===== config.mk =====
export PLATFORM = sky130hd
export DESIGN_NAME = xmodem_crc_receiver
export DESIGN_NICKNAME = d
export VERILOG_FILES = /design/src/sv/xcr_pkg.sv /design/src/sv/xmodem_crc_receiver.sv
export SDC_FILE = /design/constraint.sdc
export NUM_CORES = 1
export LEC_CHECK = 0
export BUFFER_PORTS_ARGS = -buffer_cell sky130_fd_sc_hd__buf_2
export CORE_AREA = 2 2 153 155
export CTS_BUF_LIST = sky130_fd_sc_hd__clkbuf_16
export CTS_CLUSTER_SIZE = 25
export DETAILED_ROUTE_END_ITERATION = 6
export DIE_AREA = 0 0 155 157
export PLACE_DENSITY = 0.73
export SYNTH_ARGS = -nofsm -noshare
export SYNTH_HDL_FRONTEND = slang
export SYNTH_SLANG_ARGS = --single-unit

===== constraint.sdc =====
create_clock -name clk -period 4.4 [get_ports clk]
set_clock_uncertainty 0.1 [all_clocks]
set_input_delay 0.44 -clock clk [delete_from_list [all_inputs] [get_ports clk]]
set_output_delay 0.44 -clock clk [all_outputs]
set_load 0.02 [all_outputs]

===== src/sv/xcr_pkg.sv =====
// shared constants, codes and crc helper for the xmodem crc receiver
`default_nettype none

package xcr_pkg;

	localparam int ADDR_WIDTH = 32;
	localparam int CFG_IDX_W  = 1;
	localparam int CFG_DATA_W = 32;

	// packet sizes
	localparam int SMALL_SIZE = 128;
	localparam int LARGE_SIZE = 1024;

	// command codes
	localparam logic [1:0] CMD_BYTE    = 2'd0;
	localparam logic [1:0] CMD_TIMEOUT = 2'd1;
	localparam logic [1:0] CMD_RESTART = 2'd2;

	// session codes
	localparam logic [1:0] SES_RUN    = 2'd0;
	localparam logic [1:0] SES_DONE   = 2'd1;
	localparam logic [1:0] SES_ABORT  = 2'd2;

	// register indexes
	localparam logic [CFG_IDX_W-1:0] REG_BASE_ADDR  = 1'd0;
	localparam logic [CFG_IDX_W-1:0] REG_MAX_ERRORS = 1'd1;

	// protocol bytes
	localparam logic [7:0] B_SOH = 8'h01;
	localparam logic [7:0] B_STX = 8'h02;
	localparam logic [7:0] B_ETX = 8'h03;
	localparam logic [7:0] B_EOT = 8'h04;
	localparam logic [7:0] B_ACK = 8'h06;
	localparam logic [7:0] B_NAK = 8'h15;
	localparam logic [7:0] B_CAN = 8'h18;
	localparam logic [7:0] B_C   = 8'h43;

	localparam logic [15:0] CRC_POLY = 16'h1021;

	// one byte of crc-16, msb first
	function automatic logic [15:0] crc_byte(input logic [15:0] crc_in, input logic [7:0] b);
		logic [15:0] c;
		c = crc_in ^ {b, 8'h00};
		for (int i = 0; i < 8; i++) begin
			if (c[15]) begin
				c = {c[14:0], 1'b0} ^ CRC_POLY;
			end else begin
				c = {c[14:0], 1'b0};
			end
		end
		return c;
	endfunction

endpackage

`default_nettype wire


===== src/sv/xmodem_crc_receiver.sv =====
// xmodem crc receiver: packet parser, crc check, reply and payload output
// an accepted word is held in the input register, and its result is then written to the result register
// throughput: one input word per cycle while out_ready holds; a cancel takes two output words (CAN CAN)
// the combinational crc update and packet checks between the input and result regs set the rate
// reset: arst_n clears all state at once; base_address 0, max_errors 3, awaiting header
`default_nettype none

module xmodem_crc_receiver (
	input  wire logic                             clk,
	input  wire logic                             arst_n,
	// input channel
	input  wire logic                             in_valid,
	output logic                                  in_ready,
	input  wire logic [1:0]                       cmd,
	input  wire logic [7:0]                       rx_byte,
	// configuration channel
	input  wire logic                             cfg_valid,
	output logic                                  cfg_ready,
	input  wire logic [xcr_pkg::CFG_IDX_W-1:0]    cfg_index,
	input  wire logic [xcr_pkg::CFG_DATA_W-1:0]   cfg_data,
	// result channel
	output logic                                  out_valid,
	input  wire logic                             out_ready,
	output logic                                  reply_valid,
	output logic [7:0]                            reply_byte,
	output logic                                  data_valid,
	output logic [7:0]                            data_byte,
	output logic [xcr_pkg::ADDR_WIDTH-1:0]        data_addr,
	output logic                                  packet_done,
	output logic                                  packet_ok,
	output logic [1:0]                            session,
	output logic                                  last
);
	import xcr_pkg::*;

	typedef enum logic [2:0] {
		PH_HEADER,
		PH_NUMBER,
		PH_COMPL,
		PH_DATA,
		PH_CRC_HI,
		PH_CRC_LO
	} phase_t;

	typedef struct packed {
		logic                  reply_valid;
		logic [7:0]            reply_byte;
		logic                  data_valid;
		logic [7:0]            data_byte;
		logic [ADDR_WIDTH-1:0] data_addr;
		logic                  packet_done;
		logic                  packet_ok;
		logic [1:0]            session;
		logic                  last;
	} result_t;

	// configuration registers
	logic [CFG_DATA_W-1:0] base_address_q;
	logic [7:0]            max_errors_q;

	// input register
	logic       valid_s1;
	logic [1:0] cmd_s1;
	logic [7:0] byte_s1;

	// receiver state
	phase_t                phase_q, phase_d;
	logic [9:0]            byte_count_q, byte_count_d;
	logic                  large_q, large_d;
	logic [7:0]            expected_q, expected_d;
	logic [7:0]            got_number_q, got_number_d;
	logic [7:0]            got_compl_q, got_compl_d;
	logic [15:0]           crc_q, crc_d;
	logic [7:0]            crc_hi_q, crc_hi_d;
	logic [ADDR_WIDTH-1:0] next_addr_q, next_addr_d;
	logic [7:0]            error_count_q, error_count_d;
	logic                  first_seen_q, first_seen_d;
	logic [1:0]            session_q, session_d;

	// result register plus the pending second CAN word
	logic    out_valid_q;
	logic    can2_q;
	result_t out_q;
	result_t res;
	result_t can2_word;

	logic       fire;
	logic       cancel;
	logic       err;
	logic       pkt_good;
	logic [7:0] ec_inc;
	logic [8:0] num_sum;

	// s1 word is processed when the result register is free or draining this cycle with no second CAN word pending
	assign fire      = valid_s1 && (!out_valid_q || (out_ready && !can2_q));
	assign in_ready  = !valid_s1 || fire;
	assign cfg_ready = 1'b1;

	assign ec_inc  = (error_count_q == 8'hFF) ? error_count_q : error_count_q + 8'd1;
	assign num_sum = {1'b0, got_number_q} + {1'b0, got_compl_q};

	// closing word of a cancel keeps the session of the first one
	always_comb begin
		can2_word             = '0;
		can2_word.reply_valid = 1'b1;
		can2_word.reply_byte  = B_CAN;
		can2_word.session     = out_q.session;
		can2_word.last        = 1'b1;
	end

	always_comb begin
		phase_d       = phase_q;
		byte_count_d  = byte_count_q;
		large_d       = large_q;
		expected_d    = expected_q;
		got_number_d  = got_number_q;
		got_compl_d   = got_compl_q;
		crc_d         = crc_q;
		crc_hi_d      = crc_hi_q;
		next_addr_d   = next_addr_q;
		error_count_d = error_count_q;
		first_seen_d  = first_seen_q;
		session_d     = session_q;
		res           = '0;
		cancel        = 1'b0;
		err           = 1'b0;
		pkt_good      = (got_number_q == expected_q) && (num_sum == 9'd255) &&
		                ({crc_hi_q, byte_s1} == crc_q);

		if (cmd_s1 == CMD_RESTART) begin
			// back to reset values, base address picked up here
			phase_d       = PH_HEADER;
			byte_count_d  = '0;
			large_d       = 1'b0;
			expected_d    = 8'd1;
			got_number_d  = '0;
			got_compl_d   = '0;
			crc_d         = '0;
			crc_hi_d      = '0;
			next_addr_d   = ADDR_WIDTH'(base_address_q);
			error_count_d = '0;
			first_seen_d  = 1'b0;
			session_d     = SES_RUN;
		end else if (cmd_s1 != CMD_BYTE && cmd_s1 != CMD_TIMEOUT) begin
			// unused command: no reply
		end else if (session_q != SES_RUN) begin
			// session over: only restart resumes
		end else if (cmd_s1 == CMD_TIMEOUT) begin
			if (phase_q == PH_HEADER) begin
				if (!first_seen_q) begin
					res.reply_valid = 1'b1;
					res.reply_byte  = B_C;
				end else begin
					err = 1'b1;
				end
			end else begin
				// timeout inside a packet ends it as bad
				res.packet_done = 1'b1;
				phase_d         = PH_HEADER;
				err             = 1'b1;
			end
		end else begin
			unique case (phase_q)
				PH_HEADER: begin
					if (byte_s1 == B_SOH || byte_s1 == B_STX) begin
						large_d      = (byte_s1 == B_STX);
						byte_count_d = '0;
						crc_d        = '0;
						phase_d      = PH_NUMBER;
					end else if (byte_s1 == B_EOT) begin
						res.reply_valid = 1'b1;
						res.reply_byte  = B_ACK;
						session_d       = SES_DONE;
					end else if (byte_s1 == B_CAN || byte_s1 == B_ETX) begin
						session_d = SES_ABORT;
					end else begin
						err = 1'b1;
					end
				end
				PH_NUMBER: begin
					got_number_d = byte_s1;
					phase_d      = PH_COMPL;
				end
				PH_COMPL: begin
					got_compl_d = byte_s1;
					phase_d     = PH_DATA;
				end
				PH_DATA: begin
					res.data_valid = 1'b1;
					res.data_byte  = byte_s1;
					res.data_addr  = next_addr_q + ADDR_WIDTH'(byte_count_q);
					crc_d          = crc_byte(crc_q, byte_s1);
					if (byte_count_q ==
					    (large_q ? 10'(LARGE_SIZE - 1) : 10'(SMALL_SIZE - 1))) begin
						byte_count_d = '0;
						phase_d      = PH_CRC_HI;
					end else begin
						byte_count_d = byte_count_q + 10'd1;
					end
				end
				PH_CRC_HI: begin
					crc_hi_d = byte_s1;
					phase_d  = PH_CRC_LO;
				end
				PH_CRC_LO: begin
					phase_d         = PH_HEADER;
					first_seen_d    = 1'b1;
					res.packet_done = 1'b1;
					res.packet_ok   = pkt_good;
					if (pkt_good) begin
						res.reply_valid = 1'b1;
						res.reply_byte  = B_ACK;
						expected_d      = expected_q + 8'd1;
						next_addr_d     = next_addr_q +
						                  (large_q ? ADDR_WIDTH'(LARGE_SIZE) :
						                             ADDR_WIDTH'(SMALL_SIZE));
					end else begin
						err = 1'b1;
					end
				end
				default: begin
					// unused phase codes fall back to header hunt
					phase_d = PH_HEADER;
				end
			endcase
		end

		// shared error handling: saturating count, NAK or cancel
		if (err) begin
			error_count_d = ec_inc;
			if (ec_inc >= max_errors_q) begin
				cancel    = 1'b1;
				session_d = SES_ABORT;
			end else begin
				res.reply_valid = 1'b1;
				res.reply_byte  = B_NAK;
			end
		end
		if (cancel) begin
			res.reply_valid = 1'b1;
			res.reply_byte  = B_CAN;
		end
		res.session = session_d;
		res.last    = !cancel;
	end

	always_ff @(posedge clk or negedge arst_n) begin
		if (!arst_n) begin
			base_address_q <= '0;
			max_errors_q   <= 8'd3;
			valid_s1       <= 1'b0;
			cmd_s1         <= '0;
			byte_s1        <= '0;
			phase_q        <= PH_HEADER;
			byte_count_q   <= '0;
			large_q        <= 1'b0;
			expected_q     <= 8'd1;
			got_number_q   <= '0;
			got_compl_q    <= '0;
			crc_q          <= '0;
			crc_hi_q       <= '0;
			next_addr_q    <= '0;
			error_count_q  <= '0;
			first_seen_q   <= 1'b0;
			session_q      <= SES_RUN;
			out_valid_q    <= 1'b0;
			can2_q         <= 1'b0;
			out_q          <= '0;
		end else begin
			// configuration writes
			if (cfg_valid) begin
				unique case (cfg_index)
					REG_BASE_ADDR:  base_address_q <= cfg_data;
					REG_MAX_ERRORS: max_errors_q   <= cfg_data[7:0];
					default:        ;
				endcase
			end

			// input register
			if (in_valid && in_ready) begin
				valid_s1 <= 1'b1;
				cmd_s1   <= cmd;
				byte_s1  <= rx_byte;
			end else if (fire) begin
				valid_s1 <= 1'b0;
			end

			// state update on each processed word
			if (fire) begin
				phase_q       <= phase_d;
				byte_count_q  <= byte_count_d;
				large_q       <= large_d;
				expected_q    <= expected_d;
				got_number_q  <= got_number_d;
				got_compl_q   <= got_compl_d;
				crc_q         <= crc_d;
				crc_hi_q      <= crc_hi_d;
				next_addr_q   <= next_addr_d;
				error_count_q <= error_count_d;
				first_seen_q  <= first_seen_d;
				session_q     <= session_d;
			end

			// result register: second CAN word first, then new results
			if (out_valid_q && out_ready && can2_q) begin
				out_q  <= can2_word;
				can2_q <= 1'b0;
			end else if (fire) begin
				out_q       <= res;
				out_valid_q <= 1'b1;
				can2_q      <= cancel;
			end else if (out_ready) begin
				out_valid_q <= 1'b0;
			end
		end
	end

	assign out_valid   = out_valid_q;
	assign reply_valid = out_q.reply_valid;
	assign reply_byte  = out_q.reply_byte;
	assign data_valid  = out_q.data_valid;
	assign data_byte   = out_q.data_byte;
	assign data_addr   = out_q.data_addr;
	assign packet_done = out_q.packet_done;
	assign packet_ok   = out_q.packet_ok;
	assign session     = out_q.session;
	assign last        = out_q.last;

endmodule

`default_nettype wire


==> flow_summary_export.csv, run 1 <==
group,metric,value,unit
floorplan,dieWidth,155,um
worst_setup_path,endpoint_kind,"flip-flop",
yosys,synthFlopType,"dfrtp_1",
placement,portBuffers,102,
worst_setup_path,required,4.70,ns
yosys,synth_compound_area_frac,0.166,
sta,rsz0062_at_grt,"false",
yosys,avgSynthCellArea,9.79,um^2
cts,cts_buffers,23,
routing,met2_length,13200,um
yosys,synth-edff-count,0,
yosys,syn-cell-area,11600,um^2
cts,cts_tree,"yes",
pwr,power.leakage,5.90,nW
cts,htree_levels,1,
yosys,synth_adder_area_share,0.0421,
routing,drcViolationCount,0,
cts,clkTransAtPathRegs,0.06,ns
finish,finish.utilization,0.579,
yosys,synthSimpleGateAreaFrac,0.161,
finish,design_area,13000,um^2
finish,stdcell_count,1555,
floorplan,initial_core_util,0.518,
routing,wl_met3,2230,um
cts,cts-resized-gates,0,
routing,antenna_left,0,
routing,drt_iter0_drc,839,
placement,pre_cts_ws,0.488,ns
yosys,synth_top_area_frac,0.447,
placement,place_congestion,0.921,
yosys,synth_top_area_cell,"dfrtp_1",
worst_setup_path,cp_max_fo,27,
sta,finalSetupViolCount,0,
yosys,yosysMostFrequentCell,"dfrtp_1",
cts,cts_root_buf,"clkbuf_16",
worst_setup_path,criticalPathCategory,"flip-flop to flip-flop",
run,drv_cap,0,
placement,placed_area,12400,um^2
grt,grt_usage,0.246,
finish,areaGrowthSynthToFinish,11.9,%
grt,overflow,0,
floorplan,num_rows,55,
routing,top_layer_used,"met4",
yosys,synth_top_family_by_area,"compound AO/OA/AOI/OAI gates",
sta,max-slew-margin-rel,0.311,
sta,setup_tns,0,ns
floorplan,die_y,157,um
yosys,synthXorXnorAreaFrac,0.0564,
floorplan,core,22500,um^2
cts,clock_latency,0.51,ns
outcome,status,"completed",
sta,hold_violations,0,
grt,grt_pass1_wl,48100,um
placement,placed_cells,1518,
grt,grt_pass1_vias,8877,
floorplan,io_pins,106,
sta,finalCritPeriodShare,0.897,
routing,vias,9390,
yosys,synth_mux_area_frac,0.0811,
sta,slew_viol_final,0,
yosys,synthTopCellsByArea,"dfrtp_1 45%, mux2_2 7.3%, nand2_1 4.4%",
routing,vias_per_cell,6.04,
yosys,synth_cell_types,73,
routing,wirelength,29700,um
grt,antenna_found_initial,0,
yosys,ys_seq_area_frac,0.454,
routing,wire_per_inst,19.1,um
worst_setup_path,crit_path_start_kind,"flip-flop",
cts,cts_sinks,211,
pwr,power.density,504,nW/um^2
floorplan,die_area,24300,um^2
sta,worst_slack,0.451,ns
sta,period_needed,3.95,ns
yosys,syn_inst,1189,
sta,tightest_slew,1.03,ns
cts,cts_buffer_depth,3,
routing,wl_met1,13900,um
yosys,ys_seq_elements,211,
yosys,synth_warnings,0,
hold_path,hold_path.class,"input port to flip-flop",
yosys,synthArstFlopShare,1.00,
pwr,ir_drop,0.326,mV
placement,hpwl,20700,um
finish,final_nets,1345,
finish,drive_gt1_frac,0.195,
routing,dr.pass1.iters,5,
worst_setup_path,cp.arrival,4.25,ns
yosys,synth_common_cells,"208 x dfrtp_1, 135 x nand2_1, 85 x o21ai_0",
grt,grt_start_max_net_pins,96,
finish,diodes,0,
sta,max_freq,0.253,GHz
==> cells by family (layout without fill, tap and decap cells) <==
| family | Yosys count | in the layout |
|---|---|---|
| XOR/XNOR | 75 | 75 |
| multiplexers | 85 | 85 |
| adder cells (fa/ha/maj) | 38 | 38 |
| AND/OR/NAND/NOR | 378 | 378 |
| buffers and inverters | 116 | 196 |
| other | 2 | 3 |
| flip-flops | 211 | 211 |
| AO/OA/AOI/OAI | 284 | 284 |
==> critical path, stage by stage, from the launching register on <==
cell      delay (ns)
dfrtp_1         0.40
ha_1            0.23
inv_1           0.07
fa_1            0.39
or3b_1          0.38
a211oi_1        0.18
nand4_1         0.12
or4_4           0.57
a211oi_4        0.26
buf_4           0.34
nand2_2         0.21
o31a_1          0.32
o31ai_1         0.26
==> per-layer routing <==
metal	GRT usage	vias to the layer above
met4	0.0538	0
li1	-	4408
met2	0.374	379
met3	0.0355	38
met1	0.374	4565
met5	0	-
==> metrics by stage <==
| stage | hold slack [ns] | power (mW) |
|---|---|---|
| global placement | 0.354 | 4.78 |
| detailed placement | 0.359 | 4.85 |
| floorplan | 0.0444 | 4.23 |
| CTS | 0.0241 | 6.57 |
| finish | 0.0303 | 6.57 |
| global route | 0.0365 | 6.94 |
==> state kept, by name, summed over array words and instances (netlist names), 8 cells and up <==
register and flops:
next_addr_q 32, max_errors_q 8, byte_s1 8, error_count_q 8, got_number_q 8, crc_q 16, data_byte 8, crc_hi_q 8
data_addr 32, byte_count_q 10, base_address_q 32, got_compl_q 8, expected_q 8
==> cell usage in the layout (no fill, tap or decap), types with 6 or more instances in the layout <==
master     count
a22oi_1        9
nand4_1        7
xor2_1        45
and2_1         7
buf_2        101
o31ai_1       19
nand2b_1      15
xnor2_1       30
dfrtp_1      208
and3_1        10
nor4_1        10
a21o_1         9
a221o_1        6
or4_1          7
nand3_1       25
clkbuf_16     23
a31oi_1        9
o21ai_0       83
or2_2          8
or3_1         12
nand3b_1       7
mux2_2        75
nand2_1      135
ha_1          35
o2111ai_1     11
a22o_1        10
buf_4         16
a21oi_1       43
inv_1         44
o22ai_1        6
nor2b_1       20
a211oi_1       6
mux2i_1       10
a32o_1         6
nor2_1        59
nor3_1        33
o211ai_1      10
==> repair_timing <==
| action | in CTS | in global routing |
|---|---|---|
| setup buffers | 0 | 0 |
| hold endpoints to repair | 81 | 0 |
| hold buffers | 1 | 0 |
==> power breakdown <==
group	internal, mW	switching [mW]	leakage, nW
combinational	0.918	1.19	2.89
clock	0.937	0.784	0.327
sequential	2.31	0.426	2.68
==> cell type report <==
type	count	area [um^2]
Clock buffer	23	576
Sequential cell	211	5280
Fill cell	1952	9470
Multi-Input combinational cell	863	5940
Clock inverter	13	57.6
Inverter	40	150
Tap cell	285	357
Timing Repair Buffer	120	669
==> path summary, 6_finish.rpt <==
kind / start / end / slack, ns / cells past startpoint
max: got_number_q[0] / next_addr_q[31] / 0.45 / 12
min: in_valid / valid_s1 / 0.03 / 2
max reg2reg: got_number_q[0] / next_addr_q[31] / 0.45 / 12
min reg2reg: data_valid / data_valid / 0.37 / 2
max in group asynchronous: arst_n / max_errors_q[1] / 2.80 / 3
min in group asynchronous: arst_n / out_valid / 0.42 / 2
Power figures use the tool's default switching activity.
==> run 2, diff against run 1 <==
--- a/config.mk
+++ b/config.mk
@@ -12,6 +12,7 @@
 export DETAILED_ROUTE_END_ITERATION = 6
 export DIE_AREA = 0 0 155 157
 export PLACE_DENSITY = 0.73
+export RECOVER_POWER = 100
 export SYNTH_ARGS = -nofsm -noshare
 export SYNTH_HDL_FRONTEND = slang
 export SYNTH_SLANG_ARGS = --single-unit
==> run 2 against run 1 <==
  * The run now ends with max-capacitance violations, max-slew violations left
  * Clock-buffer cell count stayed put
  * First-iteration DRC count is 15% lower
  * Final cell count stayed put
  * Total power is 0.45% lower
  * Combinational power hardly changed
  * Die area stayed put
  * Via count is 0.50% lower
  * Wire length is 0.23% lower
  * Utilization is 0.66 points lower
  * Sequential share of layout area is 0.47 points higher
  * Setup slack worse by 0.065 ns
  * Critical path depth stayed put
  * Critical path type unchanged
==> flow_summary_export.csv, run 2 (synthesis results as in run 1) <==
group,metric,value,unit
worst_setup_path,cp.arrival,4.31,ns
routing,drcViolationCount,0,
worst_setup_path,max_stage_delay,0.61,ns
worst_setup_path,cp_max_fo,27,
worst_setup_path,endpoint_kind,"flip-flop",
cts,cts_buffer_depth,3,
cts,cts-resized-gates,0,
worst_setup_path,required,4.70,ns
grt,grt_pass1_wl,48100,um
worst_setup_path,rrSetupSlack,0.39,ns
floorplan,num_rows,55,
worst_setup_path,slowest_stage,"or4_1",
run,drv_cap,2,
worst_setup_path,criticalPathCategory,"flip-flop to flip-flop",
cts,cts_root_buf,"clkbuf_16",
grt,met3_usage,0.0355,
finish,final_common_cell,"dfrtp_1",
hold_path,hold_path.class,"input port to flip-flop",
cts,cts_tree,"yes",
floorplan,dieWidth,155,um
finish,fillerInstances,1998,
floorplan,io_pins,106,
finish,final_cell_mix,"208 x dfrtp_1, 135 x nand2_1, 84 x o21ai_0",
grt,grt_pass1_vias,8877,
cts,htree_levels,1,
sta,finalCritPeriodShare,0.912,
routing,wire_per_inst,19.1,um
pwr,power.leakage,5.63,nW
routing,antenna_left,0,
sta,max_freq,0.249,GHz
sta,setup_tns,0,ns
placement,place_congestion,0.921,
pwr,power.density,507,nW/um^2
routing,drt_iter0_drc,715,
routing,vias_per_cell,6.01,
placement,hpwl,20700,um
routing,wirelength,29600,um
sta,holdWs,0.0315,ns
grt,grt_start_max_net_pins,96,
sta,tightest_slew,3.18,ns
worst_setup_path,crit_path_start_kind,"flip-flop",
finish,drive_gt1_frac,0.142,
grt,overflow,0,
cts,clkTransAtPathRegs,0.06,ns
sta,period_needed,4.01,ns
outcome,violations,"max-capacitance violations, max-slew violations",
finish,final_nets,1345,
grt,busiest_layer,"met2",
pwr,finalPower,6.54,mW
cts,postCtsSetupBuffers,0,
finish,design_area,12900,um^2
finish,finish.utilization,0.573,
sta,rsz0062_at_grt,"false",
floorplan,core,22500,um^2
cts,postCtsHoldBufs,1,
grt,use_met2,0.374,
finish,diodes,0,
grt,grt_usage,0.246,
sta,finalSetupViolCount,0,
cts,cts_buffers,23,
pwr,ir_drop,0.329,mV
placement,placed_area,12400,um^2
cts,clock_latency,0.51,ns
sta,slew_viol_final,121,
grt,gr-usage-met1,0.374,
sta,max-slew-margin-rel,-1.13,
finish,areaGrowthSynthToFinish,10.6,%
floorplan,die_y,157,um
placement,portBuffers,102,
hold_path,holdPathStages,2,
routing,dr.pass1.iters,5,
floorplan,initial_core_util,0.518,
routing,vias,9343,
worst_setup_path,worstPathCellList,"ha_1 -> inv_1 -> fa_1 -> or3b_1 -> a211oi_1 -> nand4_1 -> or4_1 -> a211oi_4 -> buf_4 -> nand2_2 -> o31a_1 -> o31ai_1",
cts,cts_sinks,211,
grt,antenna_found_initial,0,
worst_setup_path,r2r_cells,12,
sta,hold_violations,0,
outcome,status,"finished with violations",
floorplan,die_area,24300,um^2
## run 2: final timing paths
check	from	to
hold / removal	in_valid	valid_s1
min in group asynchronous	arst_n	out_valid
setup reg to reg	got_number_q[0]	next_addr_q[31]
max in group asynchronous	arst_n	expected_q[3]
setup / recovery	got_number_q[0]	next_addr_q[31]
hold reg to reg	data_valid	data_valid
## run 2: layout make-up
class | count | area [um^2] | area share
Clock buffer | 23 | 576 | 0.0447
Clock inverter | 13 | 57.6 | 0.00447
Inverter | 40 | 150 | 0.0117
Multi-Input combinational cell | 863 | 5920 | 0.459
Sequential cell | 211 | 5280 | 0.410
Tap cell | 285 | 357 | 0.0277
Timing Repair Buffer | 120 | 547 | 0.0424
## run 2: layer usage
layer	vias to the layer above	wire [um]
li1	4411	-
met1	4552	14000
met2	342	13000
met3	38	2240
met4	0	435
met5	-	0
## run 2: power by group
group / switching (mW) / leakage [nW] / total, mW / internal [mW]
sequential: 0.427 / 2.68 / 2.73 / 2.31
clock: 0.783 / 0.327 / 1.72 / 0.937
combinational: 1.19 / 2.62 / 2.08 / 0.895
total: 2.40 / 5.63 / 6.54 / 4.14
## run 2: worst max-delay path: cells and delay by family, from the launching register on
family	cells	cell delay [ns]
fa+ha+maj	2	0.61
flops	1	0.40
simple gates	4	1.32
buf+inv	2	0.41
compound gates	4	1.04
## run 2: per-stage QoR
| stage | setup WS (ns) | std cells |
|---|---|---|
| 2_1_floorplan | 0.870 | 1190 |
| 3_3_place_gp | 0.588 | 1518 |
| 3_5_place_dp | 0.488 | 1518 |
| 4_1_cts | 0.462 | 1555 |
| 5_1_grt | 0.111 | 1555 |
| 6_report | 0.387 | 1555 |
==> run 3, diff against run 2 <==
--- a/config.mk
+++ b/config.mk
@@ -6,11 +6,12 @@
 export NUM_CORES = 1
 export LEC_CHECK = 0
 export BUFFER_PORTS_ARGS = -buffer_cell sky130_fd_sc_hd__buf_2
-export CORE_AREA = 2 2 153 155
+export CORE_AREA = 2 2 176 135
 export CTS_BUF_LIST = sky130_fd_sc_hd__clkbuf_16
 export CTS_CLUSTER_SIZE = 25
 export DETAILED_ROUTE_END_ITERATION = 6
-export DIE_AREA = 0 0 155 157
+export DIE_AREA = 0 0 178 137
+export GPL_TIMING_DRIVEN = 0
 export PLACE_DENSITY = 0.73
 export RECOVER_POWER = 100
 export SYNTH_ARGS = -nofsm -noshare
==> run 3 against run 2 <==
  * The run still ends with max-capacitance violations, max-slew violations left
  * Wire length up 12%
  * Critical path depth increased by 1
  * Worst hold slack worse by 0.0031 ns
  * Final area up 3.3%
  * Highest routed layer unchanged
==> flow_summary_export.csv, run 3 (synthesis results as in run 1) <==
group,metric,value,unit
outcome,status,"finished with violations",
outcome,violations,"max-capacitance violations, max-slew violations",
run,drv_cap,1,
grt,grt_pass1_wl,52100,um
placement,hpwl,24300,um
sta,slew_viol_final,121,
finish,fillerInstances,1945,
placement,portBuffers,102,
worst_setup_path,cp_max_fo,10,
floorplan,num_rows,48,
placement,placed_area,12600,um^2
floorplan,dieWidth,178,um
finish,drive_gt1_frac,0.139,
hold_path,hold_path.class,"input port to flip-flop",
finish,final_common_cell,"dfrtp_1",
worst_setup_path,crit_path_start_kind,"flip-flop",
sta,finalSetupViolCount,0,
routing,wire_per_inst,20.2,um
sta,tightest_slew,3.06,ns
placement,place_congestion,0.957,
pwr,ir_drop,0.306,mV
sta,max_freq,0.247,GHz
grt,overflow,0,
sta,hold_violations,0,
routing,dr.pass1.iters,6,
pwr,power.leakage,5.78,nW
worst_setup_path,endpoint_kind,"flip-flop",
finish,final_cell_mix,"208 x dfrtp_1, 136 x nand2_1, 124 x clkbuf_1",
floorplan,io_pins,106,
cts,cts-resized-gates,0,
routing,vias_per_cell,6.02,
floorplan,core,22600,um^2
floorplan,die_y,137,um
cts,clock_latency,0.52,ns
cts,cts_tree,"yes",
worst_setup_path,cp.arrival,4.33,ns
finish,finish.utilization,0.588,
cts,cts_root_buf,"clkbuf_16",
floorplan,initial_core_util,0.514,
finish,multi_input_area,5900,um^2
cts,htree_levels,1,
finish,diodes,0,
sta,setup_tns,0,ns
sta,finalCritPeriodShare,0.922,
placement,placed_cells,1594,
placement,pre_cts_ws,0.200,ns
sta,worst_slack,0.345,ns
finish,stdcell_count,1638,
finish,design_area,13300,um^2
sta,period_needed,4.06,ns
grt,grt_usage,0.276,
routing,wirelength,33100,um
grt,grt_start_max_net_pins,122,
cts,cts_buffer_depth,3,
sta,rsz0062_at_grt,"false",
pwr,power.density,526,nW/um^2
finish,seqCellArea,5280,um^2
finish,final_nets,1407,
sta,max-slew-margin-rel,-1.04,
routing,drt_iter0_drc,1086,
grt,grt_pass1_vias,9238,
worst_setup_path,required,4.68,ns
grt,antenna_found_initial,0,
cts,cts_sinks,211,
pwr,finalPower,7.00,mW
floorplan,die_area,24400,um^2
cts,cts_buffers,23,
routing,antenna_left,0,
finish,areaGrowthSynthToFinish,14.3,%
cts,clkTransAtPathRegs,0.06,ns
sta,holdWs,0.0285,ns
routing,drcViolationCount,0,
routing,vias,9856,
worst_setup_path,criticalPathCategory,"flip-flop to flip-flop",
## run 3: cell count changes in the layout (fill, tap and decap cells not counted), sizes merged
cell    change
buf         +4
bufinv      +5
clkbuf     +58
clkinv      +3
inv         -2
## run 3: cell type report
| type | instances | area share |
|---|---|---|
| Buffer | 76 | 0.0227 |
| Inverter | 40 | 0.0113 |
| Multi-Input combinational cell | 863 | 0.443 |
| Clock buffer | 23 | 0.0432 |
| Timing Repair Buffer | 106 | 0.0375 |
| Sequential cell | 211 | 0.397 |
| Clock inverter | 19 | 0.0168 |
| Tap cell | 300 | 0.0282 |
## run 3: final timing paths
path | slack (ns) | endpoint | from | depth (start not counted)
worst max-delay path | 0.34 | next_addr_q[7] | got_number_q[0] | 13
worst min-delay path | 0.03 | base_address_q[12] | cfg_data[12] | 3
worst max register to register | 0.34 | next_addr_q[7] | got_number_q[0] | 13
worst min register to register | 0.38 | data_addr[26] | data_addr[26] | 2
max in group asynchronous | 0.93 | next_addr_q[18] | arst_n | 3
min in group asynchronous | 1.47 | crc_q[6] | arst_n | 3
## run 3: critical path: stages (launching register included)
cell and delay [ns]:
dfrtp_1 0.41, ha_1 0.24, inv_1 0.07, fa_1 0.39, or3b_1 0.39, a211oi_1 0.18, nand4_1 0.11, or4_1 0.62
a211oi_4 0.34, o21ai_2 0.13, clkbuf_1 0.36, clkbuf_1 0.33, nand2_1 0.14, o21ai_0 0.10
## run 3: what timing repair did
| item | in CTS | in global routing |
|---|---|---|
| setup buffers | 0 | 1 |
| endpoints found under the hold margin | 120 | 0 |
| hold buffers | 1 | 0 |
| endpoints found under the setup margin | 0 | 8 |
## run 3: power by group
part	leakage [nW]	switching (mW)	total (mW)	internal, mW
clock network	0.398	0.820	2.07	1.25
registers	2.68	0.368	2.68	2.31
logic	2.70	1.34	2.26	0.919
total	5.78	2.53	7.00	4.48
## run 3: layer usage
layer | track usage | routed length [um] | vias to the layer above
met1 | 0.426 | 15800 | 4774
li1 | - | - | 4559
met3 | 0.0714 | 3370 | 55
met4 | 0.0569 | 642 | 0
met5 | 0 | 0 | -
met2 | 0.388 | 13300 | 468
